$ cat src/hw/rtl/sha256_pkg.sv
// shared constants and round functions for the sha-256 stream hasher
package sha256_pkg;

    localparam int unsigned IN_TDATA_W  = 8;
    localparam int unsigned OUT_TDATA_W = 40;
    localparam int unsigned WORD_W      = 32;
    localparam int unsigned BLOCK_W     = 512;
    localparam int unsigned FILL_W      = 6;
    localparam int unsigned ROUND_W     = 6;
    localparam int unsigned LEN_W       = 64;
    localparam int unsigned NUM_WORDS   = 8;
    localparam int unsigned NUM_ROUNDS  = 64;

    localparam logic [7:0]         PAD_BYTE   = 8'h80;
    localparam logic [FILL_W-1:0]  LEN_POS    = 6'd56;
    localparam logic [FILL_W-1:0]  LAST_POS   = 6'd63;
    localparam logic [ROUND_W-1:0] LAST_ROUND = 6'd63;
    localparam logic [2:0]         LAST_INDEX = 3'd7;

    // round constants
    localparam logic [31:0] K_TABLE [NUM_ROUNDS] = '{
        32'h428a2f98, 32'h71374491, 32'hb5c0fbcf, 32'he9b5dba5,
        32'h3956c25b, 32'h59f111f1, 32'h923f82a4, 32'hab1c5ed5,
        32'hd807aa98, 32'h12835b01, 32'h243185be, 32'h550c7dc3,
        32'h72be5d74, 32'h80deb1fe, 32'h9bdc06a7, 32'hc19bf174,
        32'he49b69c1, 32'hefbe4786, 32'h0fc19dc6, 32'h240ca1cc,
        32'h2de92c6f, 32'h4a7484aa, 32'h5cb0a9dc, 32'h76f988da,
        32'h983e5152, 32'ha831c66d, 32'hb00327c8, 32'hbf597fc7,
        32'hc6e00bf3, 32'hd5a79147, 32'h06ca6351, 32'h14292967,
        32'h27b70a85, 32'h2e1b2138, 32'h4d2c6dfc, 32'h53380d13,
        32'h650a7354, 32'h766a0abb, 32'h81c2c92e, 32'h92722c85,
        32'ha2bfe8a1, 32'ha81a664b, 32'hc24b8b70, 32'hc76c51a3,
        32'hd192e819, 32'hd6990624, 32'hf40e3585, 32'h106aa070,
        32'h19a4c116, 32'h1e376c08, 32'h2748774c, 32'h34b0bcb5,
        32'h391c0cb3, 32'h4ed8aa4a, 32'h5b9cca4f, 32'h682e6ff3,
        32'h748f82ee, 32'h78a5636f, 32'h84c87814, 32'h8cc70208,
        32'h90befffa, 32'ha4506ceb, 32'hbef9a3f7, 32'hc67178f2
    };

    // initial chaining values
    localparam logic [31:0] H_INIT [NUM_WORDS] = '{
        32'h6a09e667, 32'hbb67ae85, 32'h3c6ef372, 32'ha54ff53a,
        32'h510e527f, 32'h9b05688c, 32'h1f83d9ab, 32'h5be0cd19
    };

    function automatic logic [31:0] big_sigma0(input logic [31:0] x);
        return {x[1:0], x[31:2]} ^ {x[12:0], x[31:13]} ^ {x[21:0], x[31:22]};
    endfunction

    function automatic logic [31:0] big_sigma1(input logic [31:0] x);
        return {x[5:0], x[31:6]} ^ {x[10:0], x[31:11]} ^ {x[24:0], x[31:25]};
    endfunction

    function automatic logic [31:0] small_sigma0(input logic [31:0] x);
        return {x[6:0], x[31:7]} ^ {x[17:0], x[31:18]} ^ {3'b000, x[31:3]};
    endfunction

    function automatic logic [31:0] small_sigma1(input logic [31:0] x);
        return {x[16:0], x[31:17]} ^ {x[18:0], x[31:19]} ^ {10'b0, x[31:10]};
    endfunction

    function automatic logic [31:0] choose(input logic [31:0] e, input logic [31:0] f,
                                           input logic [31:0] g);
        return (e & f) ^ (~e & g);
    endfunction

    function automatic logic [31:0] majority(input logic [31:0] a, input logic [31:0] b,
                                             input logic [31:0] c);
        return (a & b) ^ (a & c) ^ (b & c);
    endfunction

endpackage

$ cat src/hw/rtl/sha256_stream_hasher.sv
// sha-256 stream hasher: byte stream in, eight digest words out
// a message byte is taken while the block is idle; the byte that fills a 64-byte block
// starts 64 rounds of the shared round unit, then one chaining add
// end of message: the pad bytes, one or two compressions, then the
// eight digest words, one per cycle while the output side takes them
// reset is asynchronous active low: chaining words return to the initial
// values and the counters clear; the block is ready right after reset
module sha256_stream_hasher (
    input  logic                                 clk,
    input  logic                                 rst_n,
    // s_tdata: data_byte
    input  logic [sha256_pkg::IN_TDATA_W-1:0]    s_tdata,
    // s_tuser: byte_valid
    input  logic                                 s_tuser,
    input  logic                                 s_tlast,
    input  logic                                 s_tvalid,
    output logic                                 s_tready,
    // m_tdata: digest_word [31:0], word_index [34:32], zero fill [39:35]
    output logic [sha256_pkg::OUT_TDATA_W-1:0]   m_tdata,
    output logic                                 m_tlast,
    output logic                                 m_tvalid,
    input  logic                                 m_tready
);
    import sha256_pkg::*;

    typedef enum logic [2:0] {
        ST_IDLE,
        ST_ROUND,
        ST_FINAL,
        ST_PAD,
        ST_OUT
    } state_t;

    state_t                 state_reg, state_next;
    logic [FILL_W-1:0]      fill_reg, fill_next;
    logic [LEN_W-1:0]       bits_reg, bits_next;
    logic [LEN_W-1:0]       len_reg, len_next;
    logic [WORD_W-1:0]      chain_reg [NUM_WORDS];
    logic [WORD_W-1:0]      chain_next [NUM_WORDS];
    logic [WORD_W-1:0]      v_reg [NUM_WORDS];
    logic [WORD_W-1:0]      v_next [NUM_WORDS];
    logic [BLOCK_W-1:0]     w_reg, w_next;
    logic [ROUND_W-1:0]     round_reg, round_next;
    logic                   pad_reg, pad_next;
    logic                   first_reg, first_next;
    logic                   lenph_reg, lenph_next;
    logic [2:0]             word_reg, word_next;
    logic                   m_tvalid_reg, m_tvalid_next;

    logic                   push_en;
    logic [7:0]             push_byte;
    logic [WORD_W-1:0]      wv;
    logic [WORD_W-1:0]      t1;
    logic [WORD_W-1:0]      t2;

    // schedule taps: oldest word at the top of the window
    always_comb
    begin
        if (round_reg < 6'd16)
        begin
            wv = w_reg[511:480];
        end
        else
        begin
            wv = w_reg[511:480] + small_sigma0(w_reg[479:448]) + w_reg[223:192]
               + small_sigma1(w_reg[63:32]);
        end
        t1 = v_reg[7] + big_sigma1(v_reg[4]) + choose(v_reg[4], v_reg[5], v_reg[6])
           + K_TABLE[round_reg] + wv;
        t2 = big_sigma0(v_reg[0]) + majority(v_reg[0], v_reg[1], v_reg[2]);
    end

    // sequencer and datapath next values
    always_comb
    begin
        state_next    = state_reg;
        fill_next     = fill_reg;
        bits_next     = bits_reg;
        len_next      = len_reg;
        chain_next    = chain_reg;
        v_next        = v_reg;
        w_next        = w_reg;
        round_next    = round_reg;
        pad_next      = pad_reg;
        first_next    = first_reg;
        lenph_next    = lenph_reg;
        word_next     = word_reg;
        m_tvalid_next = m_tvalid_reg;
        push_en       = 1'b0;
        push_byte     = 8'h00;

        case (state_reg)
            ST_IDLE:
            begin
                if (s_tvalid)
                begin
                    if (s_tuser)
                    begin
                        push_en   = 1'b1;
                        push_byte = s_tdata;
                        bits_next = bits_reg + 64'd8;
                    end
                    if (s_tlast)
                    begin
                        pad_next   = 1'b1;
                        first_next = 1'b1;
                        lenph_next = 1'b0;
                        len_next   = s_tuser ? bits_reg + 64'd8 : bits_reg;
                        state_next = ST_PAD;
                    end
                end
            end
            ST_ROUND:
            begin
                v_next[7]  = v_reg[6];
                v_next[6]  = v_reg[5];
                v_next[5]  = v_reg[4];
                v_next[4]  = v_reg[3] + t1;
                v_next[3]  = v_reg[2];
                v_next[2]  = v_reg[1];
                v_next[1]  = v_reg[0];
                v_next[0]  = t1 + t2;
                w_next     = {w_reg[479:0], wv};
                round_next = round_reg + 6'd1;
                if (round_reg == LAST_ROUND)
                begin
                    state_next = ST_FINAL;
                end
            end
            ST_FINAL:
            begin
                for (int i = 0; i < NUM_WORDS; i++)
                begin
                    chain_next[i] = chain_reg[i] + v_reg[i];
                end
                if (lenph_reg)
                begin
                    state_next    = ST_OUT;
                    m_tvalid_next = 1'b1;
                    word_next     = 3'd0;
                end
                else if (pad_reg)
                begin
                    state_next = ST_PAD;
                end
                else
                begin
                    state_next = ST_IDLE;
                end
            end
            ST_PAD:
            begin
                push_en = 1'b1;
                if (first_reg)
                begin
                    push_byte  = PAD_BYTE;
                    first_next = 1'b0;
                end
                else if (lenph_reg || fill_reg == LEN_POS)
                begin
                    push_byte  = len_reg[63:56];
                    len_next   = {len_reg[55:0], 8'h00};
                    lenph_next = 1'b1;
                end
            end
            ST_OUT:
            begin
                if (m_tready)
                begin
                    word_next = word_reg + 3'd1;
                    if (word_reg == LAST_INDEX)
                    begin
                        state_next    = ST_IDLE;
                        m_tvalid_next = 1'b0;
                        chain_next    = H_INIT;
                        bits_next     = '0;
                        fill_next     = '0;
                        pad_next      = 1'b0;
                        lenph_next    = 1'b0;
                    end
                end
            end
            default:
            begin
                state_next = ST_IDLE;
            end
        endcase

        // byte into the block window; a full block starts the rounds
        if (push_en)
        begin
            w_next    = {w_reg[503:0], push_byte};
            fill_next = fill_reg + 6'd1;
            if (fill_reg == LAST_POS)
            begin
                state_next = ST_ROUND;
                round_next = '0;
                v_next     = chain_reg;
            end
        end
    end

    // state, counters and registered outputs
    always_ff @(posedge clk or negedge rst_n)
    begin
        if (!rst_n)
        begin
            state_reg    <= ST_IDLE;
            fill_reg     <= '0;
            bits_reg     <= '0;
            chain_reg    <= H_INIT;
            round_reg    <= '0;
            pad_reg      <= 1'b0;
            first_reg    <= 1'b0;
            lenph_reg    <= 1'b0;
            word_reg     <= '0;
            m_tvalid_reg <= 1'b0;
        end
        else
        begin
            state_reg    <= state_next;
            fill_reg     <= fill_next;
            bits_reg     <= bits_next;
            chain_reg    <= chain_next;
            round_reg    <= round_next;
            pad_reg      <= pad_next;
            first_reg    <= first_next;
            lenph_reg    <= lenph_next;
            word_reg     <= word_next;
            m_tvalid_reg <= m_tvalid_next;
        end
    end

    // working variables, schedule window and length shifter
    always_ff @(posedge clk)
    begin
        v_reg   <= v_next;
        w_reg   <= w_next;
        len_reg <= len_next;
    end

    // ports
    assign s_tready = (state_reg == ST_IDLE);
    assign m_tvalid = m_tvalid_reg;
    assign m_tdata  = {5'b00000, word_reg, chain_reg[word_reg]};
    assign m_tlast  = (word_reg == LAST_INDEX);

    // no new request taken while a digest is being sent
    assert property (@(posedge clk) disable iff (!rst_n) !(s_tready && m_tvalid))
        else $error("input ready while digest pending");

    // word index steps by one within a digest
    assert property (@(posedge clk) disable iff (!rst_n)
        (m_tvalid && m_tready && !m_tlast) |=>
        (m_tvalid && m_tdata[34:32] == 3'($past(m_tdata[34:32]) + 3'd1)))
        else $error("digest word index skipped");

    // after the last word the block returns to ready
    assert property (@(posedge clk) disable iff (!rst_n)
        (m_tvalid && m_tready && m_tlast) |=> (s_tready && !m_tvalid))
        else $error("not ready after final digest word");

endmodule
$ cat config.mk
export PLATFORM = sky130hd
export DESIGN_NAME = sha256_stream_hasher
export DESIGN_NICKNAME = d
export VERILOG_FILES = /design/src/hw/rtl/sha256_pkg.sv /design/src/hw/rtl/sha256_stream_hasher.sv
export SDC_FILE = /design/constraint.sdc
export NUM_CORES = 2
export LEC_CHECK = 0
export BUFFER_PORTS_ARGS = -buffer_cell sky130_fd_sc_hd__buf_2
export CORE_MARGIN = 2
export CORE_UTILIZATION = 45
export DETAILED_ROUTE_END_ITERATION = 10
export GPL_ROUTABILITY_DRIVEN = 0
export PLACE_DENSITY_LB_ADDON = 0.2
export RECOVER_POWER = 25
export REMOVE_ABC_BUFFERS = 1
export SETUP_SLACK_MARGIN = 0.1
export SLEW_MARGIN = 0
export SYNTH_ARGS = -nofsm -noshare
export SYNTH_HDL_FRONTEND = slang
export SYNTH_SLANG_ARGS = --single-unit
export TNS_END_PERCENT = 50
$ cat constraint.sdc
create_clock -name clk -period 15.7 [get_ports clk]
set_clock_uncertainty 0.15 [all_clocks]
set_input_delay 3.14 -clock clk [delete_from_list [all_inputs] [get_ports clk]]
set_output_delay 3.14 -clock clk [all_outputs]
set_load 0.1 [all_outputs]
==> flow_summary.ini <==
[clock_network]
cts_tree = yes
numCtsBuffers = 143
cts_hold_buffers = 0
cts.htree.levels = 4
clk_latency_ns = 0.82
cts_setup_buffers = 0
cts.sinks = 1168
cts_root_buf = clkbuf_16
cts.clk_slew.worst_paths_ns = 0.06
clockBufferDepth = 3
cts_resized = 0

[run]
maxCapViolations = 17

[outcome]
violations = max-capacitance violations, max-slew violations
status = complete, but fails checks

[sta]
finalHoldViolations = 0
drv_slew = 1071
post-route-period-util_pct = 78.7
worstMarginPinSlew_ns = 8.69
setup_violations = 0
slew_headroom_pct = -479
rsz0062_at_grt = false
whs_ns = 0.333
fmax_mhz = 80.9
min_period_ns = 12.36

[cells_and_area]
final_nets = 9458
final_cell_area_um2 = 85300
regArea_um2 = 31000
multi_input_area_um2 = 44000
largest_reg_flops = 512
syn_to_final_growth_pct = 8.10
layout-drive-gt1-share_pct = 7.32
fill_cells = 16500

[global_routing]
gr-total-overflow = 0
grt_usage_pct = 27.1
grt_pass1_wl_mm = 377
grt_max_degree = 204
grt_pass1_vias = 62400
antenna_found_initial = 6

[synth]
synth_compound_area_share_pct = 16.2
synth_xor_area_share_pct = 7.17
synth_adder_area_share_pct = 11.4
ys_ff_latch = 1168
synth.avg_cell_area_um2 = 8.65
synthFlopType = edfxtp_1
synth_seq_area_share_pct = 39.3
synth_edf_count = 573
yosys_warnings = 0
yosysUniqueCellTypes = 107
syn_area_um2 = 78900
synth_simple_gate_area_share_pct = 17.8
muxShareOfSynthArea_pct = 3.06
synth_top_family_by_area = simple AND/OR/NAND/NOR gates
syn_inst = 9116
async_flop_share_pct = 29.0

[place]
dpl.hpwl_mm = 177
postPlaceCellArea_um2 = 80700
io_buffer_count = 51

[routing]
drtIter0Drc = 6615
vias = 65300
routedWlPerCell_um = 21.9
routed_via_density = 5.78
post-route-drc-count = 0
antenna_left = 0
drtPass1Iterations = 9
wl_mm = 247

[floorplan]
dieArea_um2 = 179000
start_util_pct = 45.3
ios = 57
die_w_um = 423
die_h_um = 423
rows = 153
coreArea_um2 = 174000

[worst_setup_path]
crit_path_start_kind = input port
critPathTopFamily = buffers and inverters
critPathRequiredTime_ns = 16.06
criticalPathCategory = in -> reg
crit_path_max_fanout = 203
max_stage_delay_ns = 5.90
endpoint_kind = flip-flop
cp_data_arrival_time_ns = 12.72
critPathSlowestCell = clkbuf_1
path_cells = clkbuf_1, nand3_1, a21oi_4, clkbuf_1, buf_4, buf_4, o21ai_0
path_buf_inv = 4

[worst_hold_path]
min_path_type = reg -> reg
==> per-layer routing <==
metal  up-vias  GRT usage, %  part of all wire, %
li1      30700             -                    -
met1     31600          35.5                   41
met2      2399          43.4                   46
met3       580          3.87                  6.6
met4         0          14.8                  6.0
met5         -             0                    0
==> layout make-up <==
cell class                      instances  share of cell area (%)
Antenna cell                            1                 0.00294
Sequential cell                      1168                    36.4
Tap cell                             2325                    3.41
Clock inverter                         68                   0.729
Clock buffer                          194                    4.74
Multi-Input combinational cell       6899                    51.6
Timing Repair Buffer                  125                   0.945
Inverter                              507                    2.23
==> path summary, 6_finish.rpt <==
check                             from      endpoint  slack, ns  cells after the start
setup / recovery               s_tuser    w_reg[241]       3.34                      7
hold / removal             fill_reg[5]   fill_reg[5]       0.33                      1
setup reg to reg            w_reg[456]    v_reg[255]       4.55                     47
hold reg to reg            fill_reg[5]   fill_reg[5]       0.33                      1
max in group asynchronous        rst_n  round_reg[3]       3.60                      4
min in group asynchronous        rst_n  bits_reg[15]       4.47                      1
==> synthesized netlist by cell type, types with 66 or more instances <==
library cell | count | share of area [%]
xnor2_1 | 364 | 4.0
edfxtp_1 | 573 | 22
inv_1 | 507 | 2.4
dfxtp_1 | 256 | 6.5
a31oi_1 | 245 | 1.9
a21oi_1 | 573 | 3.6
mux4_2 | 66 | 1.9
ha_1 | 404 | 6.4
nand2_1 | 2150 | 10
dfrtp_1 | 203 | 6.4
nor2_1 | 630 | 3.0
clkbuf_1 | 482 | 2.3
xor2_1 | 279 | 3.1
nand3_1 | 152 | 0.96
nor3_1 | 117 | 0.74
dfstp_2 | 136 | 4.5
fa_1 | 196 | 5.0
o21ai_0 | 637 | 4.0
a21o_1 | 196 | 1.9
o21bai_1 | 68 | 0.65
==> cell families (layout without fill, tap and decap cells) <==
kind of cell / count (synthesis) / after routing
AO/OA/AOI/OAI: 2112 / 2112
XOR/XNOR: 644 / 644
adder cells (fa/ha/maj): 605 / 605
buffers and inverters: 1053 / 894
flip-flops: 1168 / 1168
multiplexers: 150 / 150
other: 1 / 6
AND/OR/NAND/NOR: 3383 / 3383
==> stage by stage <==
stage / cells / worst slack, ns / util, % / setup TNS (ns)
4_1_cts: 11300 / 4.63 / 49.1 / 0
3_3_place_gp: 11000 / 4.71 / 46.4 / 0
6_report: 11300 / 3.34 / 49.0 / 0
3_5_place_dp: 11000 / 4.70 / 46.4 / 0
2_1_floorplan: 8574 / -5.82 / - / -2203.08
5_1_grt: 11300 / 2.23 / 49.0 / 0
==> cell usage in the layout (no fill, tap or decap), types with 68 or more instances in the layout <==
| master | instances |
|---|---|
| nand2_1 | 2148 |
| o21ai_0 | 639 |
| nor2_1 | 628 |
| edfxtp_1 | 573 |
| a21oi_1 | 572 |
| inv_1 | 507 |
| ha_1 | 404 |
| xnor2_1 | 364 |
| xor2_1 | 279 |
| dfxtp_1 | 256 |
| a31oi_1 | 245 |
| a21o_1 | 196 |
| fa_1 | 196 |
| dfrtp_1 | 196 |
| nand3_1 | 152 |
| clkbuf_16 | 147 |
| dfstp_2 | 136 |
| nor3_1 | 117 |
| o21bai_1 | 68 |
Power is not shown: default switching activity piles up to over one toggle a cycle in this logic, so the estimate is an artifact.
